[src/hw/rtl/flc_pkg.sv]
`timescale 1ns / 1ps

package flc_pkg;

  // default cache depth
  localparam int unsigned CACHE_ENTRIES_DEF = 8;

  // payload widths
  localparam int unsigned FONT_W   = 12;
  localparam int unsigned SIZE_W   = 16;
  localparam int unsigned HANDLE_W = 8;
  localparam int unsigned STAMP_W  = 32;
  localparam int unsigned SLOT_W   = 6;

  // one stored entry: key, handle and use stamp
  localparam int unsigned ENTRY_W = FONT_W + SIZE_W + HANDLE_W + STAMP_W;

  // request type codes
  localparam logic REQ_LOOKUP = 1'b0;
  localparam logic REQ_INSERT = 1'b1;

  // controller states
  typedef enum logic [1:0] {
    ST_IDLE,
    ST_SCAN,
    ST_FIN
  } flc_state_e;

  // controller to datapath
  typedef struct packed {
    logic start;   // latch request, reset scan
    logic scan;    // compare one entry
    logic commit;  // update cache, load result
  } flc_cmd_t;

  // datapath to controller
  typedef struct packed {
    logic scan_done;  // current entry ends the scan
  } flc_sts_t;

endpackage

[src/hw/rtl/flc_ram.sv]
`timescale 1ns / 1ps

module flc_ram #(
  parameter int unsigned WIDTH = 8,
  parameter int unsigned DEPTH = 8,
  localparam int unsigned AW = (DEPTH > 1) ? $clog2(DEPTH) : 1
) (
  input  logic             clk_i,
  input  logic             we_i,
  input  logic [AW-1:0]    waddr_i,
  input  logic [WIDTH-1:0] wdata_i,
  input  logic [AW-1:0]    raddr_i,
  output logic [WIDTH-1:0] rdata_o
);

  logic [WIDTH-1:0] mem_q [DEPTH];
  logic [WIDTH-1:0] rdata_q;

  // single write port
  always_ff @(posedge clk_i) begin
    if (we_i) begin
      mem_q[waddr_i] <= wdata_i;
    end
  end

  // registered read port
  always_ff @(posedge clk_i) begin
    rdata_q <= mem_q[raddr_i];
  end

  assign rdata_o = rdata_q;

endmodule

[src/hw/rtl/flc_ctrl.sv]
`timescale 1ns / 1ps

module flc_ctrl (
  input  logic              clk_i,
  input  logic              rst_ni,
  input  logic              in_valid_i,
  output logic              in_stall_o,
  output logic              out_valid_o,
  input  logic              out_stall_i,
  input  flc_pkg::flc_sts_t sts_i,
  output flc_pkg::flc_cmd_t cmd_o
);

  import flc_pkg::*;

  flc_state_e state_q, state_d;
  logic       out_valid_q, out_valid_d;

  // state and result valid registers
  always_ff @(posedge clk_i or negedge rst_ni) begin
    if (!rst_ni) begin
      state_q     <= ST_IDLE;
      out_valid_q <= 1'b0;
    end else begin
      state_q     <= state_d;
      out_valid_q <= out_valid_d;
    end
  end

  // next state and commands
  always_comb begin
    state_d     = state_q;
    cmd_o       = '0;
    in_stall_o  = 1'b1;
    out_valid_d = out_valid_q && out_stall_i;
    case (state_q)
      ST_IDLE: begin
        in_stall_o = 1'b0;
        if (in_valid_i) begin
          cmd_o.start = 1'b1;
          state_d     = ST_SCAN;
        end
      end
      ST_SCAN: begin
        cmd_o.scan = 1'b1;
        if (sts_i.scan_done) begin
          state_d = ST_FIN;
        end
      end
      ST_FIN: begin
        // hold until the result register is free
        if (!(out_valid_q && out_stall_i)) begin
          cmd_o.commit = 1'b1;
          out_valid_d  = 1'b1;
          state_d      = ST_IDLE;
        end
      end
      default: begin
        state_d = ST_IDLE;
      end
    endcase
  end

  assign out_valid_o = out_valid_q;

endmodule

[src/hw/rtl/flc_dp.sv]
`timescale 1ns / 1ps

module flc_dp #(
  parameter int unsigned CACHE_ENTRIES = flc_pkg::CACHE_ENTRIES_DEF
) (
  input  logic                          clk_i,
  input  logic                          rst_ni,
  input  flc_pkg::flc_cmd_t             cmd_i,
  output flc_pkg::flc_sts_t             sts_o,
  input  logic                          req_type_i,
  input  logic [flc_pkg::FONT_W-1:0]    font_id_i,
  input  logic [flc_pkg::SIZE_W-1:0]    pt_size_i,
  input  logic [flc_pkg::HANDLE_W-1:0]  new_handle_i,
  output logic                          hit_o,
  output logic [flc_pkg::HANDLE_W-1:0]  found_handle_o,
  output logic [flc_pkg::SLOT_W-1:0]    slot_used_o,
  output logic                          evicted_valid_o,
  output logic [flc_pkg::HANDLE_W-1:0]  evicted_handle_o
);

  import flc_pkg::*;

  localparam int unsigned IDX_W = (CACHE_ENTRIES > 1) ? $clog2(CACHE_ENTRIES) : 1;
  localparam logic [IDX_W-1:0] LAST_IDX = IDX_W'(CACHE_ENTRIES - 1);

  // request registers
  logic                req_type_q;
  logic [FONT_W-1:0]   req_font_q;
  logic [SIZE_W-1:0]   req_size_q;
  logic [HANDLE_W-1:0] req_handle_q;

  // scan state
  logic [IDX_W-1:0]    idx_q;
  logic [IDX_W-1:0]    slot_q;
  logic                found_q;
  logic [HANDLE_W-1:0] hdl_q;
  logic                ev_valid_q;
  logic [HANDLE_W-1:0] ev_hdl_q;
  logic [STAMP_W-1:0]  oldest_q;

  // cache state
  logic [CACHE_ENTRIES-1:0] valid_q;
  logic [STAMP_W-1:0]       counter_q;

  // result registers
  logic                hit_q;
  logic [HANDLE_W-1:0] found_handle_q;
  logic [IDX_W-1:0]    slot_used_q;
  logic                evicted_valid_q;
  logic [HANDLE_W-1:0] evicted_handle_q;

  // entry storage
  logic [ENTRY_W-1:0]  rdata;
  logic [ENTRY_W-1:0]  wdata;
  logic [IDX_W-1:0]    raddr;
  logic                we;
  logic [FONT_W-1:0]   rd_font;
  logic [SIZE_W-1:0]   rd_size;
  logic [HANDLE_W-1:0] rd_handle;
  logic [STAMP_W-1:0]  rd_stamp;

  // compare signals
  logic               ent_valid;
  logic               match;
  logic               is_last;
  logic [STAMP_W-1:0] age;
  logic               take_hit;

  assign {rd_font, rd_size, rd_handle, rd_stamp} = rdata;

  // entry compare for the current scan slot
  always_comb begin
    ent_valid = valid_q[idx_q];
    match     = ent_valid && (rd_font == req_font_q) && (rd_size == req_size_q);
    is_last   = (idx_q == LAST_IDX);
    age       = counter_q - rd_stamp;
    take_hit  = (req_type_q == REQ_LOOKUP) && match;
    sts_o.scan_done = take_hit || ((req_type_q == REQ_INSERT) && !ent_valid) || is_last;
  end

  // read address runs one slot ahead of the compare
  always_comb begin
    raddr = '0;
    if (cmd_i.scan && !is_last) begin
      raddr = idx_q + IDX_W'(1);
    end
  end

  // write back on commit: new entry or refreshed stamp
  always_comb begin
    we    = cmd_i.commit && ((req_type_q == REQ_INSERT) || found_q);
    wdata = {req_font_q, req_size_q,
             (req_type_q == REQ_INSERT) ? req_handle_q : hdl_q, counter_q};
  end

  flc_ram #(
    .WIDTH (ENTRY_W),
    .DEPTH (CACHE_ENTRIES)
  ) u_ram (
    .clk_i   (clk_i),
    .we_i    (we),
    .waddr_i (slot_q),
    .wdata_i (wdata),
    .raddr_i (raddr),
    .rdata_o (rdata)
  );

  // request capture and scan bookkeeping
  always_ff @(posedge clk_i) begin
    if (cmd_i.start) begin
      req_type_q   <= req_type_i;
      req_font_q   <= font_id_i;
      req_size_q   <= pt_size_i;
      req_handle_q <= new_handle_i;
      idx_q        <= '0;
      slot_q       <= '0;
      found_q      <= 1'b0;
      hdl_q        <= '0;
      ev_valid_q   <= 1'b0;
      ev_hdl_q     <= '0;
      oldest_q     <= '0;
    end else if (cmd_i.scan) begin
      idx_q <= idx_q + IDX_W'(1);
      if (req_type_q == REQ_LOOKUP) begin
        if (match) begin
          found_q <= 1'b1;
          slot_q  <= idx_q;
          hdl_q   <= rd_handle;
        end
      end else if (!ent_valid) begin
        // empty slot wins outright
        slot_q     <= idx_q;
        ev_valid_q <= 1'b0;
      end else if ((idx_q == '0) || (oldest_q < age)) begin
        oldest_q   <= age;
        slot_q     <= idx_q;
        ev_valid_q <= 1'b1;
        ev_hdl_q   <= rd_handle;
      end
    end
  end

  // valid bits and use counter
  always_ff @(posedge clk_i or negedge rst_ni) begin
    if (!rst_ni) begin
      valid_q   <= '0;
      counter_q <= '0;
    end else if (we) begin
      valid_q[slot_q] <= 1'b1;
      counter_q       <= counter_q + STAMP_W'(1);
    end
  end

  // result registers
  always_ff @(posedge clk_i) begin
    if (cmd_i.commit) begin
      hit_q            <= (req_type_q == REQ_LOOKUP) && found_q;
      found_handle_q   <= ((req_type_q == REQ_LOOKUP) && found_q) ? hdl_q : '0;
      slot_used_q      <= slot_q;
      evicted_valid_q  <= (req_type_q == REQ_INSERT) && ev_valid_q;
      evicted_handle_q <= ((req_type_q == REQ_INSERT) && ev_valid_q) ? ev_hdl_q : '0;
    end
  end

  assign hit_o            = hit_q;
  assign found_handle_o   = found_handle_q;
  assign slot_used_o      = SLOT_W'(slot_used_q);
  assign evicted_valid_o  = evicted_valid_q;
  assign evicted_handle_o = evicted_handle_q;

endmodule

[src/hw/rtl/font_handle_lru_cache_top.sv]
`timescale 1ns / 1ps
// result: valid once the scan ends and the commit is taken; the scan ends early when a lookup
//   hits or an insert finds an empty slot, else at the last entry
// flow: one request at a time; the request is taken, then one entry is read per cycle,
//   then the result is committed once the result register is free
// reset: asynchronous active low; empties the cache (valid bits) and clears the use counter
module font_handle_lru_cache_top #(
  parameter int unsigned CACHE_ENTRIES = flc_pkg::CACHE_ENTRIES_DEF
) (
  input  logic                          clk_i,
  input  logic                          rst_ni,
  input  logic                          in_valid_i,
  output logic                          in_stall_o,
  input  logic                          req_type_i,
  input  logic [flc_pkg::FONT_W-1:0]    font_id_i,
  input  logic [flc_pkg::SIZE_W-1:0]    pt_size_i,
  input  logic [flc_pkg::HANDLE_W-1:0]  new_handle_i,
  output logic                          out_valid_o,
  input  logic                          out_stall_i,
  output logic                          hit_o,
  output logic [flc_pkg::HANDLE_W-1:0]  found_handle_o,
  output logic [flc_pkg::SLOT_W-1:0]    slot_used_o,
  output logic                          evicted_valid_o,
  output logic [flc_pkg::HANDLE_W-1:0]  evicted_handle_o
);

  import flc_pkg::*;

  flc_cmd_t cmd;
  flc_sts_t sts;

  // sequencer
  flc_ctrl u_ctrl (
    .clk_i       (clk_i),
    .rst_ni      (rst_ni),
    .in_valid_i  (in_valid_i),
    .in_stall_o  (in_stall_o),
    .out_valid_o (out_valid_o),
    .out_stall_i (out_stall_i),
    .sts_i       (sts),
    .cmd_o       (cmd)
  );

  // entry storage, compare and replacement
  flc_dp #(
    .CACHE_ENTRIES (CACHE_ENTRIES)
  ) u_dp (
    .clk_i            (clk_i),
    .rst_ni           (rst_ni),
    .cmd_i            (cmd),
    .sts_o            (sts),
    .req_type_i       (req_type_i),
    .font_id_i        (font_id_i),
    .pt_size_i        (pt_size_i),
    .new_handle_i     (new_handle_i),
    .hit_o            (hit_o),
    .found_handle_o   (found_handle_o),
    .slot_used_o      (slot_used_o),
    .evicted_valid_o  (evicted_valid_o),
    .evicted_handle_o (evicted_handle_o)
  );

endmodule

[config.mk]
export PLATFORM = sky130hd
export DESIGN_NAME = font_handle_lru_cache_top
export DESIGN_NICKNAME = d
export VERILOG_FILES = /design/src/hw/rtl/flc_pkg.sv /design/src/hw/rtl/flc_ram.sv /design/src/hw/rtl/flc_ctrl.sv /design/src/hw/rtl/flc_dp.sv /design/src/hw/rtl/font_handle_lru_cache_top.sv
export SDC_FILE = /design/constraint.sdc
export NUM_CORES = 1
export LEC_CHECK = 0
export BUFFER_PORTS_ARGS = -buffer_cell sky130_fd_sc_hd__buf_2
export CORE_MARGIN = 2
export CORE_UTILIZATION = 40
export CTS_CLUSTER_DIAMETER = 40
export CTS_CLUSTER_SIZE = 24
export DETAILED_ROUTE_END_ITERATION = 8
export PLACE_DENSITY_LB_ADDON = 0.15
export SLEW_MARGIN = 30
export SYNTH_ARGS = -nofsm -noshare
export SYNTH_HDL_FRONTEND = slang
export SYNTH_SLANG_ARGS = --single-unit
[constraint.sdc]
create_clock -name clk_i -period 20 [get_ports clk_i]
set_input_delay 3 -clock clk_i [delete_from_list [all_inputs] [get_ports clk_i]]
set_output_delay 3 -clock clk_i [all_outputs]
set_load 0.005 [all_outputs]
==> results_dict.tcl, run 1 <==
set metrics [dict create \
    critPathTopFamily "compound AO/OA/AOI/OAI gates" \
    crit_chain "ha_1, a21oi_1, inv_1, o31ai_2, a211oi_1, a311oi_1, nor3b_1, or2_2, ha_1, a21oi_1, o21ai_0, a21oi_1, o211ai_1, o32ai_2, nand4_4, buf_12, mux2i_1, a211o_1" \
    cp_slowest_cell "dfrtp_1" \
    tns_ps 0 \
    skew_ps 37.8 \
    cts_tree "built" \
    synth_warnings 0 \
    clock-sinks 769 \
    placed_cell_area_um2 31500 \
    final_hold_viol_count 0 \
    final_cell_area_um2 35700 \
    avgSynthCellArea_um2 16.1 \
    syn_to_final_growth_pct 18.9 \
    hpwl_um 38300 \
    cp_num_buf_inv 2 \
    mostFrequentLayoutCell "edfxtp_1" \
    numCtsBuffers 112 \
    async_flop_share_pct 5.59 \
    fin_ws_ps 14270 \
    critical_path_class "flip-flop to flip-flop" \
    drt-initial-drc-count 1099 \
    portBuffers 63 \
    worst_pin_slew_ps 981 \
    post-route-min-period_ps 5730 \
    htree_levels 3 \
    hold_buffers 0 \
    wl_per_cell_um 22.6 \
    final_nets 2086 \
    yosysTopAreaCellShare_pct 60.2 \
    start_util_pct 40.4 \
    worst_path_most_repeated_cell "a21oi_1" \
    synth_area_leaders "edfxtp_1 60%, dfxtp_1 8.3%, mux4_2 5.3%" \
    dr.pass1.iters 5 \
    synth_ff_type "edfxtp_1" \
    grt_max_degree 79 \
    first_global_vias 17400 \
    overflow 0 \
    cts_resized 0 \
    rows 100 \
    cp-end-kind "flip-flop" \
    max_stage_delay_ps 580 \
    total_power_mw 5.27 \
    r2r_setup_slack_ps 14270 \
    power_density_nw_per_um2 148 \
    drive_above_1_share_pct 19.6 \
    synth_cells 1870 \
    die-area_um2 77200 \
    fmax_mhz 174 \
    cts_root_buf "clkbuf_16" \
    place.gp.congestion 0.777 \
    die_w_um 278 \
    cts.clk_slew.worst_paths_ps 60 \
    finalCritPeriodShare_pct 28.7 \
    rsz0062_at_grt "false" \
    crit_fanout 44 \
    min_path_type "flip-flop to flip-flop" \
    yosys.area.top_type "edfxtp_1" \
    synth_seq_area_share_pct 72.1 \
    vias 16800 \
    max_cap_violations 0 \
    num_io_pins 67 \
    layout_common_cells "602 x edfxtp_1, 137 x o221ai_1, 124 x dfxtp_1" \
    ant_nets 0 \
    power_leakage_nw 13.0 \
    status "complete, no violations" \
    synth-seq-cells 769 \
    viasPerCell 5.52 \
    antennaDiodeCount 0 \
    antenna_found_initial 1 \
    synth_edf_count 602 \
    die_h_um 278 \
    grt_pass1_wl_um 106000 \
    cts_buffer_depth 3 \
    pre_cts_slack_ps 14080 \
    setup_viol 0 \
    max-vdd-ir-drop_mv 0.0760 \
    core_um2 74300 \
    post-cts-setup-buffers 0 \
    start_kind "flip-flop" \
    cp.arrival_ps 6270 \
    synth.distinct_cells 69 \
    insertion_delay_ps 670 \
    netlist_area_um2 30000 \
    grt.total_usage_pct 18.0 \
    slew_headroom_pct 34.6 \
    slew_violations 0 \
    drc 0 \
    wl_um 69000 \
    required_ps 20530 \
]
cell type report:
type	count	area, um2
inverters	48	184
repair buffers	94	644
flip-flops and latches	769	21600
clock inverters	90	1220
fillers	6365	38600
multi-input cells	953	7870
clock buffers	123	2920
well taps	969	1210
tightest hold or removal path, stage by stage, from the launching register on:
cell and delay, ps:
dfxtp_1 310, nand2_1 50, a21oi_1 50
registers in the layout (all words and copies together), names as in the netlist, 8 cells and up:
name,flops
u_dp.counter_q,32
u_dp.oldest_q,32
u_dp.ev_hdl_q,8
u_dp.req_handle_q,8
u_dp.hdl_q,8
u_dp.valid_q,8
u_dp.req_font_q,12
u_dp.u_ram.mem_q,544
u_dp.u_ram.rdata_o,68
u_dp.evicted_handle_o,8
u_dp.req_size_q,16
u_dp.found_handle_o,8
power by group:
group          switching [mW]  total [mW]  internal [mW]  leakage [nW]
logic                   0.674        1.11          0.433          3.65
registers               0.116        2.06           1.94          7.33
clock network           0.761        2.11           1.34          1.97
total                    1.55        5.27           3.72          13.0
worst paths after layout:
path                            cells after the start              start                 end
worst max-delay path                               18  u_dp.counter_q[6]   u_dp.oldest_q[29]
worst min-delay path                                2   u_dp.oldest_q[4]    u_dp.oldest_q[4]
worst max register to register                     18  u_dp.counter_q[6]   u_dp.oldest_q[29]
worst min register to register                      2   u_dp.oldest_q[4]    u_dp.oldest_q[4]
max in group asynchronous                           2             rst_ni  u_dp.counter_q[31]
min in group asynchronous                           2             rst_ni  u_ctrl.out_valid_o
cell usage after synthesis, drive strengths merged, types with 3 or more instances:
library cell and instances:
o221ai 137, dfrtp 43, clkbuf 74, mux2 10
xnor2 67, or3 4, o211ai 3, and2 7
edfxtp 602, nand4 21, nor3 12, nor4 4
and3 29, o21a 4, nand2 68, nor2 113
a21o 18, nand3 27, a221oi 4, mux2i 20
a31oi 70, ha 66, or2 28, nand2b 7
and4 5, o31ai 5, xor2 21, a21oi 57
o21bai 5, a211oi 7, buf 28, inv 48
dfxtp 124, o21ai 30, nor2b 5, mux4 70
routing by layer:
layer	GRT usage, %	vias to the layer above	part of all wire, %
li1	-	7659	-
met1	25.1	8696	46
met2	29.0	346	48
met3	2.86	105	4.0
met4	5.45	0	2.3
met5	0	-	0
cells by family (layout without fill, tap and decap cells):
logic type / Yosys count / count (layout) / synth area share (%)
adder cells (fa/ha/maj): 67 / 67 / 2.82
multiplexers: 100 / 100 / 6.29
AND/OR/NAND/NOR: 334 / 334 / 5.39
other: 1 / 3 / 0.0125
XOR/XNOR: 88 / 88 / 2.57
buffers and inverters: 150 / 355 / 1.98
AO/OA/AOI/OAI: 361 / 361 / 8.85
flip-flops: 769 / 769 / 72.1
stage by stage:
stage	std cells	utilization, %	hold slack, ps
6_report	3046	48.0	457
5_1_grt	3046	48.0	470
4_1_cts	3046	48.0	458
3_5_place_dp	2833	42.4	448
3_3_place_gp	2828	42.3	447
2_1_floorplan	1872	-	434
(Power assumes the default switching activity.)
==> run 2, diff against run 1 <==
==> constraint.sdc (replaced) <==
create_clock -name clk_i -period 6 [get_ports clk_i]
set_input_delay 0.9 -clock clk_i [delete_from_list [all_inputs] [get_ports clk_i]]
set_output_delay 0.9 -clock clk_i [all_outputs]
set_load 0.005 [all_outputs]
==> results_dict.tcl, run 2 (synthesized netlist as in run 1, its figures left out) <==
set metrics [dict create \
    status "complete, no violations" \
    drc 0 \
    setup_viol 0 \
    vias 16700 \
    cts.clk_slew.worst_paths_ps 60 \
    place.gp.congestion 0.767 \
    max_cap_violations 0 \
    hold_buffers 0 \
    power_density_nw_per_um2 490 \
    first_global_vias 17500 \
    drive_above_1_share_pct 19.4 \
    mostFrequentLayoutCell "edfxtp_1" \
    dp_cells 2830 \
    num_io_pins 67 \
    portBuffers 63 \
    slew_violations 0 \
    start_kind "flip-flop" \
    worst_path_most_repeated_cell "a21oi_1" \
    syn_to_final_growth_pct 18.6 \
    critical_path_class "flip-flop to flip-flop" \
    antenna_found_initial 0 \
    cts_buffer_depth 3 \
    cp_slowest_cell "dfrtp_1" \
    fmax_mhz 182 \
    overflow 0 \
    max_stage_delay_ps 520 \
    startpoint "u_dp.counter_q[0]" \
    hold_slack_ps 380 \
    die-area_um2 77200 \
    rsz0062_at_grt "false" \
    crit_fanout 40 \
    antennaDiodeCount 0 \
    die_h_um 278 \
    wl_per_cell_um 22.5 \
    numCtsBuffers 113 \
    fin_ws_ps 492 \
    pre_cts_slack_ps 404 \
    slew_headroom_pct 35.7 \
    finalCritPeriodShare_pct 91.8 \
    ant_nets 0 \
    dr.pass1.iters 7 \
    post-route-min-period_ps 5510 \
    core_um2 74300 \
    power_leakage_nw 12.9 \
    crit_chain "inv_1, ha_1, fa_1, nor2b_1, o2111ai_1, a21oi_1, o21ai_2, nor4_1, o41ai_1, xor2_1, ha_1, nand4_1, nor2_1, a21oi_1, o211ai_1, o32ai_2, nand4_4, buf_4, or2_0, a21oi_1" \
    critPathTopFamily "simple AND/OR/NAND/NOR gates" \
    min_path_type "primary input to async pin" \
    final_hold_viol_count 0 \
    cts_resized 0 \
    layout_common_cells "602 x edfxtp_1, 137 x o221ai_1, 124 x dfxtp_1" \
    largest_reg_flops 544 \
    rows 100 \
    skew_ps 27.3 \
    placed_cell_area_um2 31600 \
    post-cts-setup-buffers 0 \
    timing.rr.start "u_dp.counter_q[0]" \
    total_power_mw 17.5 \
    grt_max_degree 77 \
    insertion_delay_ps 670 \
    die_w_um 278 \
    drt-initial-drc-count 1214 \
    grt_pass1_wl_um 105000 \
    final_nets 2084 \
    grt.total_usage_pct 17.8 \
    required_ps 6580 \
    nFillCells 6450 \
    stdcell_count 3046 \
    start_util_pct 40.4 \
    max-vdd-ir-drop_mv 0.329 \
    cts_root_buf "clkbuf_16" \
    worst_pin_slew_ps 962 \
    wl_um 68400 \
    finish.utilization_pct 47.9 \
    final_cell_area_um2 35600 \
    cts_tree "built" \
    cp_num_buf_inv 2 \
    tns_ps 0 \
    cp-end-kind "flip-flop" \
    top_register "u_dp.u_ram.mem_q" \
    clock-sinks 769 \
    hpwl_um 36100 \
    cp.arrival_ps 6090 \
    htree_levels 3 \
    viasPerCell 5.48 \
]
## run 2: routing by layer
layer | global-route usage [%] | share of wire, % | vias to the layer above
li1 | - | - | 7652
met1 | 24.0 | 45 | 8570
met2 | 29.3 | 48 | 347
met3 | 2.99 | 4.3 | 133
met4 | 5.95 | 2.6 | 2
met5 | 1.19 | 0.19 | -
## run 2: area by class of cell
type / instances / area (um2) / share of cell area, %
clock buffers: 128 / 2990 / 8.39
clock inverters: 88 / 1060 / 2.97
inverters: 48 / 184 / 0.517
multi-input cells: 953 / 7890 / 22.2
flip-flops and latches: 769 / 21600 / 60.8
well taps: 969 / 1210 / 3.40
repair buffers: 91 / 638 / 1.79
## run 2: report_power, final
group / total (mW) / leakage, nW / switching, mW / internal [mW]
combinational: 3.72 / 3.63 / 2.26 / 1.46
clock: 6.86 / 1.96 / 2.56 / 4.31
sequential: 6.87 / 7.30 / 0.388 / 6.48
total: 17.5 / 12.9 / 5.21 / 12.2
## run 2: worst paths after layout
path                       cells past startpoint                  to  slack, ps
max in group asynchronous                      2  u_ctrl.out_valid_o       5130
max reg2reg                                   20    u_dp.oldest_q[7]        490
max                                           20    u_dp.oldest_q[7]        490
min reg2reg                                    2    u_dp.oldest_q[6]        460
min in group clk_i                             1  u_dp.req_size_q[1]        410
min                                            2  u_dp.counter_q[30]        380
==> run 3, diff against run 2 <==
--- a/config.mk
+++ b/config.mk
@@ -5,8 +5,9 @@
 export SDC_FILE = /design/constraint.sdc
 export NUM_CORES = 1
 export LEC_CHECK = 0
+export ABC_AREA = 1
 export BUFFER_PORTS_ARGS = -buffer_cell sky130_fd_sc_hd__buf_2
-export CORE_MARGIN = 2
+export CORE_MARGIN = 3
 export CORE_UTILIZATION = 40
 export CTS_CLUSTER_DIAMETER = 40
 export CTS_CLUSTER_SIZE = 24
==> results_dict.tcl, run 3 <==
set metrics [dict create \
    status "complete, no violations" \
    yosysTopAreaCellShare_pct 57.6 \
    stdcell_count 3775 \
    hpwl_um 41400 \
    synth_ff_type "edfxtp_1" \
    drt-initial-drc-count 1318 \
    synth-seq-cells 769 \
    synth_top_family_by_area "compound AO/OA/AOI/OAI gates" \
    overflow 0 \
    numCtsBuffers 110 \
    synth_warnings 0 \
    wl_um 73800 \
    die_w_um 286 \
    post-cts-setup-buffers 0 \
    yosys.area.top_type "edfxtp_1" \
    power_density_nw_per_um2 486 \
    min_path_type "primary input to async pin" \
    first_global_vias 20100 \
    slew_violations 0 \
    layout_common_cells "602 x edfxtp_1, 366 x nor2_1, 211 x o21ai_0" \
    netlist_area_um2 31400 \
    power_leakage_nw 13.6 \
    place.gp.congestion 0.860 \
    htree_levels 3 \
    cts.clk_slew.worst_paths_ps 50 \
    start_util_pct 40.4 \
    antennaDiodeCount 0 \
    core_um2 77600 \
    ys_top_cells_by_count "602 x edfxtp_1, 375 x nor2_1, 212 x o21ai_0" \
    worst_pin_slew_ps 1090 \
    synth_area_leaders "edfxtp_1 58%, dfxtp_1 7.9%, nor2_1 4.5%" \
    synthMuxAreaShare_pct 0 \
    avgSynthCellArea_um2 12.3 \
    max_cap_violations 0 \
    die_h_um 286 \
    synth_fa_ha_area_share_pct 2.70 \
    clock-sinks 769 \
    rsz0062_at_grt "false" \
    final_hold_viol_count 0 \
    grt.total_usage_pct 18.1 \
    ant_nets 0 \
    cts_resized 0 \
    critical_path_class "flip-flop to flip-flop" \
    synth_cells 2548 \
    cts_tree "built" \
    synth.distinct_cells 49 \
    start_kind "flip-flop" \
    fmax_mhz 210 \
    top_register "u_dp.u_ram.mem_q" \
    cp.arrival_ps 5330 \
    slew_headroom_pct 26.6 \
    grt_max_degree 213 \
    synthSimpleGateAreaFrac_pct 10.1 \
    cp-end-kind "flip-flop" \
    drc 0 \
    die-area_um2 81800 \
    num_io_pins 67 \
    max-vdd-ir-drop_mv 0.347 \
    syn_to_final_growth_pct 17.4 \
    mostFrequentLayoutCell "edfxtp_1" \
    synth_seq_area_share_pct 69.0 \
    grt_pass1_wl_um 116000 \
    post-route-min-period_ps 4760 \
    portBuffers 63 \
    cts_buffer_depth 3 \
    yosysMostFrequentCell "edfxtp_1" \
    rows 102 \
    hold_buffers 0 \
    synth-xor-area-share_pct 2.32 \
    synth_edf_count 602 \
    dr.pass1.iters 5 \
    final_nets 2746 \
    finalCritPeriodShare_pct 79.3 \
    async_flop_share_pct 5.59 \
    synth_compound_area_share_pct 12.3 \
    cts_root_buf "clkbuf_16" \
    dp_cells 3564 \
    insertion_delay_ps 660 \
    antenna_found_initial 1 \
    wl_per_cell_um 19.5 \
    vias 19700 \
    crit_fanout 61 \
    drive_above_1_share_pct 14.9 \
    tns_ps 0 \
    largest_reg_flops 544 \
    setup_viol 0 \
    skew_ps 39.1 \
    viasPerCell 5.21 \
    required_ps 6560 \
]
## run 3: cell types whose count changed in the layout (fill, tap and decap cells not counted), moves of 70 or more
| cell | before | now |
|---|---|---|
| nor2_1 | 110 | 366 |
| inv_1 | 45 | 140 |
| nand2_1 | 67 | 190 |
| o21ai_0 | 29 | 211 |
| o221ai_1 | 137 | 0 |
| mux4_2 | 70 | 0 |
## run 3: worst paths after layout
path,startpoint,endpoint,slack (ps),depth (start not counted)
hold / removal,rst_ni,u_dp.counter_q[24],370,2
hold reg to reg,u_dp.ev_hdl_q[5],u_dp.ev_hdl_q[5],460,2
setup / recovery,u_dp.counter_q[0],u_dp.oldest_q[11],1240,27
max in group asynchronous,rst_ni,u_dp.counter_q[6],5150,2
min in group clk_i,font_id_i[8],u_dp.req_font_q[8],400,1
setup reg to reg,u_dp.counter_q[0],u_dp.oldest_q[11],1240,27
## run 3: stage by stage
stage | util, % | area [um2] | setup WS (ps) | total power, mW | hold WS, ps
final | 47.5 | 36800 | 1240 | 17.9 | 372
after global routing | 47.5 | 36800 | 658 | 19.0 | 368
after CTS | 47.4 | 36800 | 1230 | 18.1 | 355
after detailed placement | 42.3 | 32800 | 1250 | 11.3 | 451
after global placement | 42.2 | 32800 | 1350 | 11.2 | 445
after floorplan | - | 31400 | 203 | 10.1 | 427
## run 3: cell type report
type                            instances  area (um2)
Multi-Input combinational cell       1512        8680
Inverter                              147         561
Clock buffer                          125        2920
Timing Repair Buffer                   98         659
Clock inverter                         84        1060
Fill cell                            7013       40800
Sequential cell                       769       21600
Tap cell                             1040        1300
## run 3: worst max-delay path, cell delays in order, from the launching register on
cell and delay (ps):
dfrtp_1 520, inv_1 120, ha_1 240, fa_1 450, inv_1 90, nand2_1 80, o21ai_2 200, a21boi_0 200
o21ai_1 290, nand3_1 110, nand2_1 120, nand2_1 80, nand2_1 70, nand2_1 50, nand2_1 80, inv_1 50
ha_1 290, nand4_1 90, inv_1 60, nand2_1 80, inv_1 40, a21oi_1 130, nand2_1 110, nand2_1 70
nand2_1 70, inv_2 640, o21ai_0 180, a21oi_1 150
## run 3: logic make-up (layout without fill, tap and decap cells)
group	after synthesis	in the layout
AO/OA/AOI/OAI	626	626
flip-flops	769	769
AND/OR/NAND/NOR	733	733
buffers and inverters	269	454
adder cells (fa/ha/maj)	67	67
other	1	3
XOR/XNOR	83	83
## run 3: routing by layer
metal | vias up | track usage [%] | share of wire (%)
li1 | 9405 | - | -
met2 | 374 | 29.9 | 47
met3 | 110 | 2.48 | 3.6
met1 | 9795 | 25.1 | 47
met4 | 0 | 5.40 | 2.2
met5 | - | 0 | 0
## run 3: report_power, final
group / internal, mW / switching, mW
sequential: 6.46 / 0.353
combinational: 1.51 / 2.86
clock: 4.19 / 2.52
